[config.mk]
export PLATFORM = sky130hd
export DESIGN_NAME = buffer_pool_page_replacement
export DESIGN_NICKNAME = d
export VERILOG_FILES = /design/src/design/bpr_pkg.sv /design/src/design/bpr_eval.sv /design/src/design/buffer_pool_page_replacement.sv
export VERILOG_INCLUDE_DIRS = /design/src /design/src/design
export SDC_FILE = /design/constraint.sdc
export NUM_CORES = 2
export LEC_CHECK = 0
export BUFFER_PORTS_ARGS = -buffer_cell sky130_fd_sc_hd__buf_2
export CAP_MARGIN = 10
export CORE_MARGIN = 5
export CORE_UTILIZATION = 40
export DETAILED_ROUTE_END_ITERATION = 6
export HOLD_SLACK_MARGIN = 0.02
export PLACE_DENSITY_LB_ADDON = 0.12
export SLEW_MARGIN = 20
export SYNTH_ARGS = -nofsm -noshare
export SYNTH_HDL_FRONTEND = slang
export SYNTH_SLANG_ARGS = --single-unit
[constraint.sdc]
create_clock -name clk_i -period 10.9 [get_ports clk_i]
set_input_delay 0.545 -clock clk_i [delete_from_list [all_inputs] [get_ports clk_i]]
set_output_delay 0.545 -clock clk_i [all_outputs]
set_load 0.05 [all_outputs]
[src/design/buffer_pool_page_replacement_macros.svh]
// ----------------------------------------------------------------------------
// Buffer pool assertion macros
// Concurrent assertion wrappers shared by the buffer pool RTL; they compile to
// nothing when ASSERT_OFF is defined.
// ----------------------------------------------------------------------------
`ifndef BUFFER_POOL_PAGE_REPLACEMENT_MACROS_SVH
`define BUFFER_POOL_PAGE_REPLACEMENT_MACROS_SVH

`ifndef ASSERT_OFF
// Property checked on every clock edge outside reset.
`define BPR_ASSERT_RST(label, clk, rst_n, prop, msg) \
  label: assert property (@(posedge clk) disable iff (!rst_n) prop) else $error(msg);
// Property checked on every clock edge, reset included.
`define BPR_ASSERT_ALWAYS(label, clk, prop, msg) \
  label: assert property (@(posedge clk) prop) else $error(msg);
`else
`define BPR_ASSERT_RST(label, clk, rst_n, prop, msg)
`define BPR_ASSERT_ALWAYS(label, clk, prop, msg)
`endif

`endif

[src/design/bpr_pkg.sv]
// ----------------------------------------------------------------------------
// Buffer pool package
// Types, codes and helpers shared by the buffer pool frame table modules.
// ----------------------------------------------------------------------------
package bpr_pkg;

  localparam int unsigned FRAME_W = 3;

  typedef enum logic [2:0] {
    K_PIN   = 3'd0,
    K_UNPIN = 3'd1,
    K_DIRTY = 3'd2,
    K_FORCE = 3'd3,
    K_FLUSH = 3'd4
  } kind_e;

  typedef enum logic [2:0] {
    ST_HIT            = 3'd0,
    ST_LOADED_FREE    = 3'd1,
    ST_LOADED_EVICTED = 3'd2,
    ST_DONE           = 3'd3,
    ST_NOT_FOUND      = 3'd4,
    ST_ALL_PINNED     = 3'd5,
    ST_UNDERFLOW      = 3'd6
  } status_e;

  typedef enum logic [1:0] {
    IO_NONE  = 2'd0,
    IO_READ  = 2'd1,
    IO_WRITE = 2'd2
  } io_e;

  typedef enum logic [1:0] {
    STRAT_FIFO  = 2'd0,
    STRAT_LRU   = 2'd1,
    STRAT_CLOCK = 2'd2,
    STRAT_LFU   = 2'd3
  } strat_e;

  typedef enum logic [3:0] {
    S_IDLE,
    S_FIND,
    S_HIT,
    S_VICTIM,
    S_EVICT,
    S_LOAD,
    S_FLUSH,
    S_FLUSH_END,
    S_REPLY
  } state_e;

  // Per-frame bookkeeping, everything but the page number.
  typedef struct packed {
    logic        valid;
    logic        dirty;
    logic [7:0]  pin;
    logic [31:0] stamp;
    logic        refb;
    logic [15:0] use_cnt;
  } entry_t;

  // Verdict of the compare unit on the frame under the scan pointer.
  typedef struct packed {
    logic matched;
    logic free;
    logic unpinned;
    logic better;
  } eval_t;

  function automatic logic [31:0] sat32(input logic [31:0] v);
    sat32 = (v == 32'hFFFF_FFFF) ? v : v + 32'd1;
  endfunction

endpackage

[src/design/bpr_eval.sv]
// ----------------------------------------------------------------------------
// Buffer pool frame compare unit
// Judges one frame per cycle: page match, free, unpinned, and whether it beats
// the best victim found so far under LRU or LFU.
// ----------------------------------------------------------------------------
module bpr_eval import bpr_pkg::*; #(
  parameter int unsigned PAGE_BITS = 20
) (
  input  entry_t               ent_i,
  input  logic [PAGE_BITS-1:0] ent_page_i,
  input  logic [PAGE_BITS-1:0] req_page_i,
  input  logic                 have_best_i,
  input  logic [31:0]          best_stamp_i,
  input  logic [15:0]          best_use_i,
  input  strat_e               strategy_i,
  output eval_t                eval_o
);

  always_comb begin
    eval_o.matched  = ent_i.valid && (ent_page_i == req_page_i);
    eval_o.free     = !ent_i.valid;
    eval_o.unpinned = (ent_i.pin == 8'd0);
    case (strategy_i)
      STRAT_LRU: eval_o.better = !have_best_i || (ent_i.stamp < best_stamp_i);
      STRAT_LFU: eval_o.better = !have_best_i || (ent_i.use_cnt < best_use_i);
      default:   eval_o.better = !have_best_i;
    endcase
  end

endmodule

[src/design/buffer_pool_page_replacement.sv]
// ----------------------------------------------------------------------------
// Buffer pool page replacement
// Page-frame table of a buffer pool with FIFO, LRU, CLOCK and LFU eviction.
// ----------------------------------------------------------------------------
// A request is taken when start is high and busy is low. The block then walks
// the frame table one frame per cycle through a single compare unit: a lookup
// scans the frames, a pin miss on a full pool adds a victim scan (CLOCK may go
// round the table more than once) plus an evict step for the write-back and a
// load step for the read, and flush all visits every frame. Every result is
// shown for exactly one cycle on valid_o and must be taken then; the receiver
// cannot stall. A request ends with a result that has last_o set; a dirty
// eviction gives a write-back transaction followed by the read transaction on
// consecutive cycles. The strategy register may be written only while busy is
// low.
`include "buffer_pool_page_replacement_macros.svh"

module buffer_pool_page_replacement import bpr_pkg::*; #(
  parameter int unsigned FRAMES    = 8,
  parameter int unsigned PAGE_BITS = 20
) (
  input  logic                 clk_i,
  input  logic                 rst_ni,
  input  logic                 start,
  output logic                 busy,
  input  logic [2:0]           kind_i,
  input  logic [PAGE_BITS-1:0] page_number_i,
  input  logic                 cfg_valid_i,
  output logic                 cfg_ready_o,
  input  logic [1:0]           cfg_strategy_i,
  output logic                 valid_o,
  output logic [2:0]           status_o,
  output logic [2:0]           frame_o,
  output logic [1:0]           io_kind_o,
  output logic [PAGE_BITS-1:0] io_page_o,
  output logic [31:0]          read_total_o,
  output logic [31:0]          write_total_o,
  output logic                 last_o
);

  localparam int unsigned IW = (FRAMES > 1) ? $clog2(FRAMES) : 1;
  localparam int unsigned CW = $clog2(2 * FRAMES + 2);
  localparam logic [IW-1:0] LAST_IDX = IW'(FRAMES - 1);

  function automatic logic [IW-1:0] wrap_inc(input logic [IW-1:0] v);
    wrap_inc = (v == LAST_IDX) ? '0 : v + 1'b1;
  endfunction

  // Frame table. Page numbers have no reset; an empty frame's page is never used.
  entry_t               ent_q [FRAMES];
  logic [PAGE_BITS-1:0] frame_page_q [FRAMES];

  // Global counters and policy pointers.
  logic [31:0]   acc_q, acc_d, rd_q, rd_d, wr_q, wr_d;
  logic [IW-1:0] hand_q, hand_d, lfu_q, lfu_d, fifo_q, fifo_d;
  strat_e        strat_q;

  // Sequencer registers.
  state_e               state_q, state_d;
  logic [2:0]           kind_q, kind_d;
  logic [PAGE_BITS-1:0] pg_q, pg_d;
  logic [IW-1:0]        idx_q, idx_d;
  logic [CW-1:0]        cnt_q, cnt_d;
  logic                 ff_q, ff_d;
  logic [IW-1:0]        free_idx_q, free_idx_d;
  logic                 vf_q, vf_d;
  logic [IW-1:0]        vic_q, vic_d;
  logic [31:0]          best_stamp_q, best_stamp_d;
  logic [15:0]          best_use_q, best_use_d;
  status_e              lst_q, lst_d, reply_q, reply_d;
  logic                 pend_q, pend_d;
  logic [IW-1:0]        pend_idx_q, pend_idx_d;
  logic [PAGE_BITS-1:0] pend_page_q, pend_page_d;
  logic [31:0]          pend_wt_q, pend_wt_d;

  // Result registers.
  logic                 res_valid_q;
  status_e              res_status_q;
  logic [IW-1:0]        res_frame_q;
  io_e                  res_io_q;
  logic [PAGE_BITS-1:0] res_page_q;
  logic [31:0]          res_rt_q, res_wt_q;
  logic                 res_last_q;

  // Result being produced this cycle.
  logic                 em;
  status_e              em_status;
  logic [IW-1:0]        em_frame;
  io_e                  em_io;
  logic [PAGE_BITS-1:0] em_page;
  logic [31:0]          em_rt, em_wt;
  logic                 em_last;

  // Table write port, always at the scan pointer.
  logic   ent_we, page_we;
  entry_t ent_d;

  entry_t               cur;
  logic [PAGE_BITS-1:0] cur_page;
  eval_t                ev;
  logic                 accept, last_idx;

  // Victim scan decisions.
  logic          v_take, v_none, v_upd, v_clr;
  logic [IW-1:0] v_pick;

  assign cur      = ent_q[idx_q];
  assign cur_page = frame_page_q[idx_q];
  assign busy     = (state_q != S_IDLE);
  assign accept   = start && !busy;
  assign last_idx = (idx_q == LAST_IDX);
  assign cfg_ready_o = (state_q == S_IDLE);

  bpr_eval #(
    .PAGE_BITS(PAGE_BITS)
  ) u_eval (
    .ent_i       (cur),
    .ent_page_i  (cur_page),
    .req_page_i  (pg_q),
    .have_best_i (vf_q),
    .best_stamp_i(best_stamp_q),
    .best_use_i  (best_use_q),
    .strategy_i  (strat_q),
    .eval_o      (ev)
  );

  // Per-policy victim selection for the frame under the pointer.
  always_comb begin
    v_take = 1'b0;
    v_none = 1'b0;
    v_upd  = 1'b0;
    v_clr  = 1'b0;
    v_pick = idx_q;
    case (strat_q)
      STRAT_FIFO: begin
        v_take = ev.unpinned;
        v_none = !ev.unpinned && (cnt_q == CW'(FRAMES - 1));
      end
      STRAT_CLOCK: begin
        // Pinned frames keep their reference bit; set bits get a second chance.
        v_take = ev.unpinned && !cur.refb;
        v_clr  = ev.unpinned && cur.refb;
        v_none = !v_take && (cnt_q == CW'(2 * FRAMES));
      end
      default: begin
        v_upd  = ev.unpinned && ev.better;
        v_pick = v_upd ? idx_q : vic_q;
        v_take = (cnt_q == CW'(FRAMES - 1)) && (vf_q || v_upd);
        v_none = (cnt_q == CW'(FRAMES - 1)) && !(vf_q || v_upd);
      end
    endcase
  end

  // Next state.
  always_comb begin
    state_d = state_q;
    case (state_q)
      S_IDLE: begin
        if (accept) begin
          if (kind_i > K_FLUSH) begin
            state_d = S_REPLY;
          end else if (kind_i == K_FLUSH) begin
            state_d = S_FLUSH;
          end else begin
            state_d = S_FIND;
          end
        end
      end
      S_FIND: begin
        if (ev.matched) begin
          state_d = S_HIT;
        end else if (last_idx) begin
          if (kind_q != K_PIN) begin
            state_d = S_REPLY;
          end else if (ff_q || ev.free) begin
            state_d = S_LOAD;
          end else begin
            state_d = S_VICTIM;
          end
        end
      end
      S_VICTIM: begin
        if (v_take) begin
          state_d = S_EVICT;
        end else if (v_none) begin
          state_d = S_REPLY;
        end
      end
      S_EVICT:     state_d = S_LOAD;
      S_FLUSH:     state_d = last_idx ? S_FLUSH_END : S_FLUSH;
      S_HIT,
      S_LOAD,
      S_FLUSH_END,
      S_REPLY:     state_d = S_IDLE;
      default:     state_d = S_IDLE;
    endcase
  end

  // Datapath actions and results.
  always_comb begin
    kind_d       = kind_q;
    pg_d         = pg_q;
    idx_d        = idx_q;
    cnt_d        = cnt_q;
    ff_d         = ff_q;
    free_idx_d   = free_idx_q;
    vf_d         = vf_q;
    vic_d        = vic_q;
    best_stamp_d = best_stamp_q;
    best_use_d   = best_use_q;
    lst_d        = lst_q;
    reply_d      = reply_q;
    pend_d       = pend_q;
    pend_idx_d   = pend_idx_q;
    pend_page_d  = pend_page_q;
    pend_wt_d    = pend_wt_q;
    acc_d        = acc_q;
    rd_d         = rd_q;
    wr_d         = wr_q;
    hand_d       = hand_q;
    lfu_d        = lfu_q;
    fifo_d       = fifo_q;
    ent_we       = 1'b0;
    page_we      = 1'b0;
    ent_d        = cur;
    em           = 1'b0;
    em_status    = ST_DONE;
    em_frame     = '0;
    em_io        = IO_NONE;
    em_page      = '0;
    em_rt        = rd_q;
    em_wt        = wr_q;
    em_last      = 1'b1;

    case (state_q)
      S_IDLE: begin
        if (accept) begin
          kind_d  = kind_i;
          pg_d    = page_number_i;
          idx_d   = '0;
          cnt_d   = '0;
          ff_d    = 1'b0;
          pend_d  = 1'b0;
          reply_d = ST_NOT_FOUND;
        end
      end
      S_REPLY: begin
        em        = 1'b1;
        em_status = reply_q;
      end
      S_FIND: begin
        if (!ev.matched) begin
          if (ev.free && !ff_q) begin
            ff_d       = 1'b1;
            free_idx_d = idx_q;
          end
          if (last_idx) begin
            if (kind_q != K_PIN) begin
              reply_d = ST_NOT_FOUND;
            end else if (ff_q) begin
              idx_d = free_idx_q;
              lst_d = ST_LOADED_FREE;
            end else if (ev.free) begin
              lst_d = ST_LOADED_FREE;
            end else begin
              // Pool full: set up the victim scan at the policy's start point.
              lst_d = ST_LOADED_EVICTED;
              cnt_d = '0;
              vf_d  = 1'b0;
              case (strat_q)
                STRAT_FIFO:  idx_d = fifo_q;
                STRAT_CLOCK: idx_d = hand_q;
                STRAT_LFU:   idx_d = lfu_q;
                default:     idx_d = '0;
              endcase
            end
          end else begin
            idx_d = wrap_inc(idx_q);
          end
        end
      end
      S_HIT: begin
        em       = 1'b1;
        em_frame = idx_q;
        case (kind_q)
          K_PIN: begin
            acc_d         = sat32(acc_q);
            ent_we        = 1'b1;
            ent_d.pin     = (cur.pin == 8'hFF) ? cur.pin : cur.pin + 8'd1;
            ent_d.stamp   = acc_d;
            ent_d.refb    = 1'b1;
            ent_d.use_cnt = (cur.use_cnt == 16'hFFFF) ? cur.use_cnt : cur.use_cnt + 16'd1;
            em_status     = ST_HIT;
          end
          K_UNPIN: begin
            if (cur.pin == 8'd0) begin
              em_status = ST_UNDERFLOW;
            end else begin
              ent_we    = 1'b1;
              ent_d.pin = cur.pin - 8'd1;
            end
          end
          K_DIRTY: begin
            ent_we      = 1'b1;
            ent_d.dirty = 1'b1;
          end
          K_FORCE: begin
            // Written back even when clean or pinned.
            ent_we      = 1'b1;
            ent_d.dirty = 1'b0;
            wr_d        = sat32(wr_q);
            em_io       = IO_WRITE;
            em_page     = pg_q;
            em_wt       = wr_d;
          end
          default: begin
            em_status = ST_NOT_FOUND;
            em_frame  = '0;
          end
        endcase
      end
      S_VICTIM: begin
        if (v_clr) begin
          ent_we     = 1'b1;
          ent_d.refb = 1'b0;
        end
        if (v_upd) begin
          vf_d         = 1'b1;
          vic_d        = idx_q;
          best_stamp_d = cur.stamp;
          best_use_d   = cur.use_cnt;
        end
        if (v_take) begin
          idx_d = v_pick;
          if (strat_q == STRAT_CLOCK) begin
            hand_d = wrap_inc(idx_q);
          end
          if (strat_q == STRAT_LFU) begin
            lfu_d = wrap_inc(v_pick);
          end
        end else if (v_none) begin
          reply_d = ST_ALL_PINNED;
        end else begin
          idx_d = wrap_inc(idx_q);
          cnt_d = cnt_q + 1'b1;
        end
      end
      S_EVICT: begin
        if (cur.dirty) begin
          wr_d      = sat32(wr_q);
          em        = 1'b1;
          em_status = ST_LOADED_EVICTED;
          em_frame  = idx_q;
          em_io     = IO_WRITE;
          em_page   = cur_page;
          em_wt     = wr_d;
          em_last   = 1'b0;
        end
      end
      S_LOAD: begin
        rd_d = sat32(rd_q);
        if (rd_q != 32'hFFFF_FFFF) begin
          fifo_d = wrap_inc(fifo_q);
        end
        acc_d   = sat32(acc_q);
        page_we = 1'b1;
        ent_we  = 1'b1;
        ent_d.valid   = 1'b1;
        ent_d.dirty   = 1'b0;
        ent_d.pin     = 8'd1;
        ent_d.stamp   = acc_d;
        ent_d.refb    = 1'b1;
        ent_d.use_cnt = 16'd0;
        em        = 1'b1;
        em_status = lst_q;
        em_frame  = idx_q;
        em_io     = IO_READ;
        em_page   = pg_q;
        em_rt     = rd_d;
      end
      S_FLUSH: begin
        // Each write is held in the pending registers so the final one can carry last.
        if (cur.valid && cur.dirty && ev.unpinned) begin
          ent_we      = 1'b1;
          ent_d.dirty = 1'b0;
          wr_d        = sat32(wr_q);
          if (pend_q) begin
            em        = 1'b1;
            em_frame  = pend_idx_q;
            em_io     = IO_WRITE;
            em_page   = pend_page_q;
            em_wt     = pend_wt_q;
            em_last   = 1'b0;
          end
          pend_d      = 1'b1;
          pend_idx_d  = idx_q;
          pend_page_d = cur_page;
          pend_wt_d   = wr_d;
        end
        if (!last_idx) begin
          idx_d = wrap_inc(idx_q);
        end
      end
      S_FLUSH_END: begin
        em = 1'b1;
        if (pend_q) begin
          em_frame = pend_idx_q;
          em_io    = IO_WRITE;
          em_page  = pend_page_q;
          em_wt    = pend_wt_q;
        end
      end
      default: begin
      end
    endcase
  end

  // Frame table storage.
  always_ff @(posedge clk_i or negedge rst_ni) begin
    if (!rst_ni) begin
      for (int i = 0; i < FRAMES; i++) begin
        ent_q[i] <= '0;
      end
    end else if (ent_we) begin
      ent_q[idx_q] <= ent_d;
    end
  end

  always_ff @(posedge clk_i) begin
    if (page_we) begin
      frame_page_q[idx_q] <= pg_q;
    end
  end

  // Control, counters and configuration.
  always_ff @(posedge clk_i or negedge rst_ni) begin
    if (!rst_ni) begin
      state_q <= S_IDLE;
      strat_q <= STRAT_FIFO;
      acc_q   <= '0;
      rd_q    <= '0;
      wr_q    <= '0;
      hand_q  <= '0;
      lfu_q   <= '0;
      fifo_q  <= '0;
      ff_q    <= 1'b0;
      vf_q    <= 1'b0;
      pend_q  <= 1'b0;
      cnt_q   <= '0;
      idx_q   <= '0;
      res_valid_q <= 1'b0;
    end else begin
      state_q <= state_d;
      if (cfg_valid_i && cfg_ready_o) begin
        strat_q <= strat_e'(cfg_strategy_i);
      end
      acc_q  <= acc_d;
      rd_q   <= rd_d;
      wr_q   <= wr_d;
      hand_q <= hand_d;
      lfu_q  <= lfu_d;
      fifo_q <= fifo_d;
      ff_q   <= ff_d;
      vf_q   <= vf_d;
      pend_q <= pend_d;
      cnt_q  <= cnt_d;
      idx_q  <= idx_d;
      res_valid_q <= em;
    end
  end

  // Payload registers.
  always_ff @(posedge clk_i) begin
    kind_q       <= kind_d;
    pg_q         <= pg_d;
    free_idx_q   <= free_idx_d;
    vic_q        <= vic_d;
    best_stamp_q <= best_stamp_d;
    best_use_q   <= best_use_d;
    lst_q        <= lst_d;
    reply_q      <= reply_d;
    pend_idx_q   <= pend_idx_d;
    pend_page_q  <= pend_page_d;
    pend_wt_q    <= pend_wt_d;
    if (em) begin
      res_status_q <= em_status;
      res_frame_q  <= em_frame;
      res_io_q     <= em_io;
      res_page_q   <= em_page;
      res_rt_q     <= em_rt;
      res_wt_q     <= em_wt;
      res_last_q   <= em_last;
    end
  end

  assign valid_o       = res_valid_q;
  assign status_o      = res_status_q;
  assign frame_o       = FRAME_W'(res_frame_q);
  assign io_kind_o     = res_io_q;
  assign io_page_o     = res_page_q;
  assign read_total_o  = res_rt_q;
  assign write_total_o = res_wt_q;
  assign last_o        = res_last_q;

  // A result only ever follows a cycle of work on a request.
  `BPR_ASSERT_RST(a_result_from_work, clk_i, rst_ni, res_valid_q |-> $past(state_q != S_IDLE), "result without a request in progress")
  // The final result of a request leaves the sequencer idle.
  `BPR_ASSERT_RST(a_last_idle, clk_i, rst_ni, (res_valid_q && res_last_q) |-> (state_q == S_IDLE), "sequencer still busy after final result")
  // A write-back of an evicted page is followed at once by the page read.
  `BPR_ASSERT_RST(a_evict_then_read, clk_i, rst_ni, (res_valid_q && res_io_q == IO_WRITE && res_status_q == ST_LOADED_EVICTED) |=> (res_valid_q && res_io_q == IO_READ && res_last_q), "eviction write-back not followed by read")
  // A non-final result is always a page write-back.
  `BPR_ASSERT_ALWAYS(a_partial_is_write, clk_i, !(res_valid_q && !res_last_q && res_io_q != IO_WRITE), "non-final result without write-back")
  // The disk totals never move backward.
  `BPR_ASSERT_RST(a_totals_monotonic, clk_i, rst_ni, (rd_q >= $past(rd_q)) && (wr_q >= $past(wr_q)), "disk total decreased")

endmodule
==> flow_metrics.py <==
metrics = {
    "critical_path": {
        "crit_arrival_ps": 6880,
        "startpoint": "idx_q[1]$_DFFE_PN0P_",
        "crit_fanout": 59,
        "critPathKind": "flop to flop",
        "reg2reg_from": "idx_q[1]$_DFFE_PN0P_",
        "cp-end-kind": "flop",
        "start_kind": "flop",
        "cp.required_ps": 11210,
    },
    "run": {
        "maxCapViolCount": 0,
    },
    "clock_tree": {
        "cts_root_buffer": "clkbuf_16",
        "cts_buffer_depth": 3,
        "cts_num_sinks": 983,
        "cts.htree.levels": 3,
        "clock_latency_ps": 710,
        "cts_tree": "yes",
        "path_clk_slew_ps": 60,
        "cts_buffers": 109,
    },
    "floorplan": {
        "initial_utilization": 0.403,
        "fp.dieH_um": 347,
        "dieWidth_um": 347,
        "io_pins": 125,
        "core-area_um2": 112000,
        "dieArea_um2": 120000,
        "placementRows": 123,
    },
    "placed_design": {
        "gp_congestion": 0.834,
        "postPlaceCellArea_um2": 47300,
        "dp_hpwl_um": 78200,
        "portBuffers": 124,
    },
    "synthesis": {
        "synth_edf_count": 388,
        "synth.distinct_cells": 94,
        "synth_cells": 4178,
        "ys_top_cells_by_area": "dfrtp_1 (33%), edfxtp_1 (26%), nand2_1 (5.6%)",
        "yosysSeqAreaShare": 0.585,
        "synthesis.area_um2": 45300,
        "syn_nets": 4267,
        "synth_seq_cells": 983,
        "async_flop_share": 0.605,
        "yosys_warnings": 0,
        "avgSynthCellArea_um2": 10.9,
        "synth_flop_cell": "dfrtp_1",
        "yosysMostFrequentCell": "nand2_1",
        "yosys.area.top_type": "dfrtp_1",
        "synth.top_cell.area_share": 0.328,
        "synthTopCellsByCount": "nand2_1 (679), dfrtp_1 (595), o21ai_0 (401), edfxtp_1 (388)",
    },
    "routing": {
        "first_pass_iters": 6,
        "drc_errors": 0,
        "drtIter0Drc": 2415,
        "via_count": 32200,
        "wl_per_cell_um": 22.0,
        "drt-vias-per-instance": 5.53,
        "drt_wl_total_um": 128000,
        "ant_nets": 0,
    },
    "layout": {
        "final_util": 0.456,
        "drive_gt1_frac": 0.118,
        "finish.instance_area_um2": 51300,
        "area_growth_pct": 13.1,
        "nets": 4311,
        "diodes": 0,
    },
    "timing": {
        "max_freq_mhz": 152,
        "min_period_over_period": 0.603,
        "final-hold-violation-count": 0,
        "slew_headroom": 0.234,
        "timing.hold.ws_ps": 81.4,
        "report.final.slew_viol_count": 0,
        "tns_ps": 0,
        "fin_crit_ps": 6570,
        "skew_ps": 36.5,
        "setup_violations": 0,
        "rsz0062_at_grt": "no",
        "worst_pin_slew_ps": 1140,
    },
    "run_status": {
        "status": "completed",
    },
    "min_path": {
        "hp-class": "primary input to flop",
        "hold_start": "cfg_strategy_i[1]",
    },
    "grt": {
        "grt_overflow": 0,
        "grt_usage": 0.209,
        "grt_pass1_wl_um": 198000,
        "grt_antenna_before_repair": 0,
        "grt_pass1_vias": 31800,
        "grt_max_degree": 166,
    },
    "pwr": {
        "power_density_nw_per_um2": 204,
        "cellLeakagePower_uw": 0.0204,
        "ir_drop_v": 0.000142,
    },
}
layout by cell type, fill, tap and decap left out, types with 16 or more instances in the layout:
master / n
o21ai_1: 196
o21ai_0: 401
xnor2_1: 94
a21oi_1: 117
and4_1: 16
xor2_1: 66
mux4_2: 28
buf_4: 64
nand3_1: 104
mux2i_1: 82
nor3_1: 50
a22oi_1: 94
edfxtp_1: 388
or3_1: 16
nand2b_1: 23
a221oi_1: 42
and2_1: 17
nor4_1: 26
dfrtp_1: 592
clkbuf_16: 114
buf_2: 123
mux2_2: 49
clkbuf_1: 20
a22o_1: 26
inv_1: 106
clkbuf_8: 18
ha_1: 60
clkinv_1: 16
dlygate4sd3_1: 23
nor2_1: 174
a221o_1: 44
nand2_1: 671
nand4_1: 51
o22ai_1: 16
a31oi_1: 24
clkinv_2: 18
and3_1: 32
sequential cells by signal, summed over array words and instances (netlist names), 4 cells and up:
name and cells:
acc_q 32, best_stamp_q 32, best_use_q 16, cnt_q 5, ent_q 472, frame_page_q 160, io_page_o 20, pend_page_q 20
pend_wt_q 32, pg_q 20, rd_q 32, read_total_o 32, state_q 4, wr_q 32, write_total_o 32
logic make-up (layout without fill, tap and decap cells):
group,after synthesis,count (layout),share of synthesized area
and+or+nand+nor,1286,1286,0.129
AOI/OAI and AO/OA,1122,1122,0.154
DFF,983,983,0.585
buffers and inverters,393,532,0.0368
muxes,174,174,0.0481
xor gates and xnor gates,160,160,0.0309
adders and majority gates,60,60,0.0166
area by class of cell:
class,count,area [µm²]
Clock buffer,152,3180
Tap cell,1500,1880
Timing Repair Buffer,214,1390
Multi-Input combinational cell,2802,17300
Inverter,112,420
Sequential cell,983,26600
Fill cell,10500,61200
Clock inverter,54,547
through the flow:
stage          total power, µW  instances  setup WS [ps]
3_5_place_dp              6780       5588           4330
6_report                 10500       5817           4330
2_1_floorplan             5940       4178           1550
4_1_cts                  10600       5817           4280
5_1_grt                  10900       5817           3930
3_3_place_gp              6770       5588           4380
timing repair:
item,CTS,global route
hold buffers,23,0
buffers inserted,0,0
resized for setup,0,0
endpoints found under the hold margin,82,0
report_power, final:
part,internal (µW),leakage [µW],switching [µW]
logic,662,0.00666,1670
clock network,2230,0.00183,1560
registers,4120,0.0119,242
metal layers:
metal	GRT usage	up-vias	wire, µm
met5	0	-	0
met4	0.0468	0	2690
met3	0.0279	172	5740
met2	0.347	748	60600
met1	0.294	15900	58800
li1	-	15300	-
worst max-delay path, stage by stage (launching register included):
cell	delay, ps
dfrtp_4	1040
buf_4	520
buf_4	460
mux4_2	560
mux2i_1	560
inv_1	190
ha_1	340
nand2_1	60
o21ai_0	100
a211oi_1	380
o22ai_1	280
a21oi_1	360
a21boi_0	210
nor4_2	290
buf_4	690
final timing paths:
path	to	slack, ps	cells after the start
worst max-delay path	best_stamp_q[6]$_DFFE_PP_	4330	14
worst min-delay path	strat_q[1]$_DFFE_PN0P_	80	2
worst max register to register	best_stamp_q[6]$_DFFE_PP_	4330	14
worst min register to register	ent_q[65]$_DFFE_PN0P_	470	2
max in group asynchronous	rd_q[2]$_DFF_PN0_	8230	4
min in group asynchronous	ent_q[375]$_DFFE_PN0P_	430	2
(Power assumes the default switching activity.)
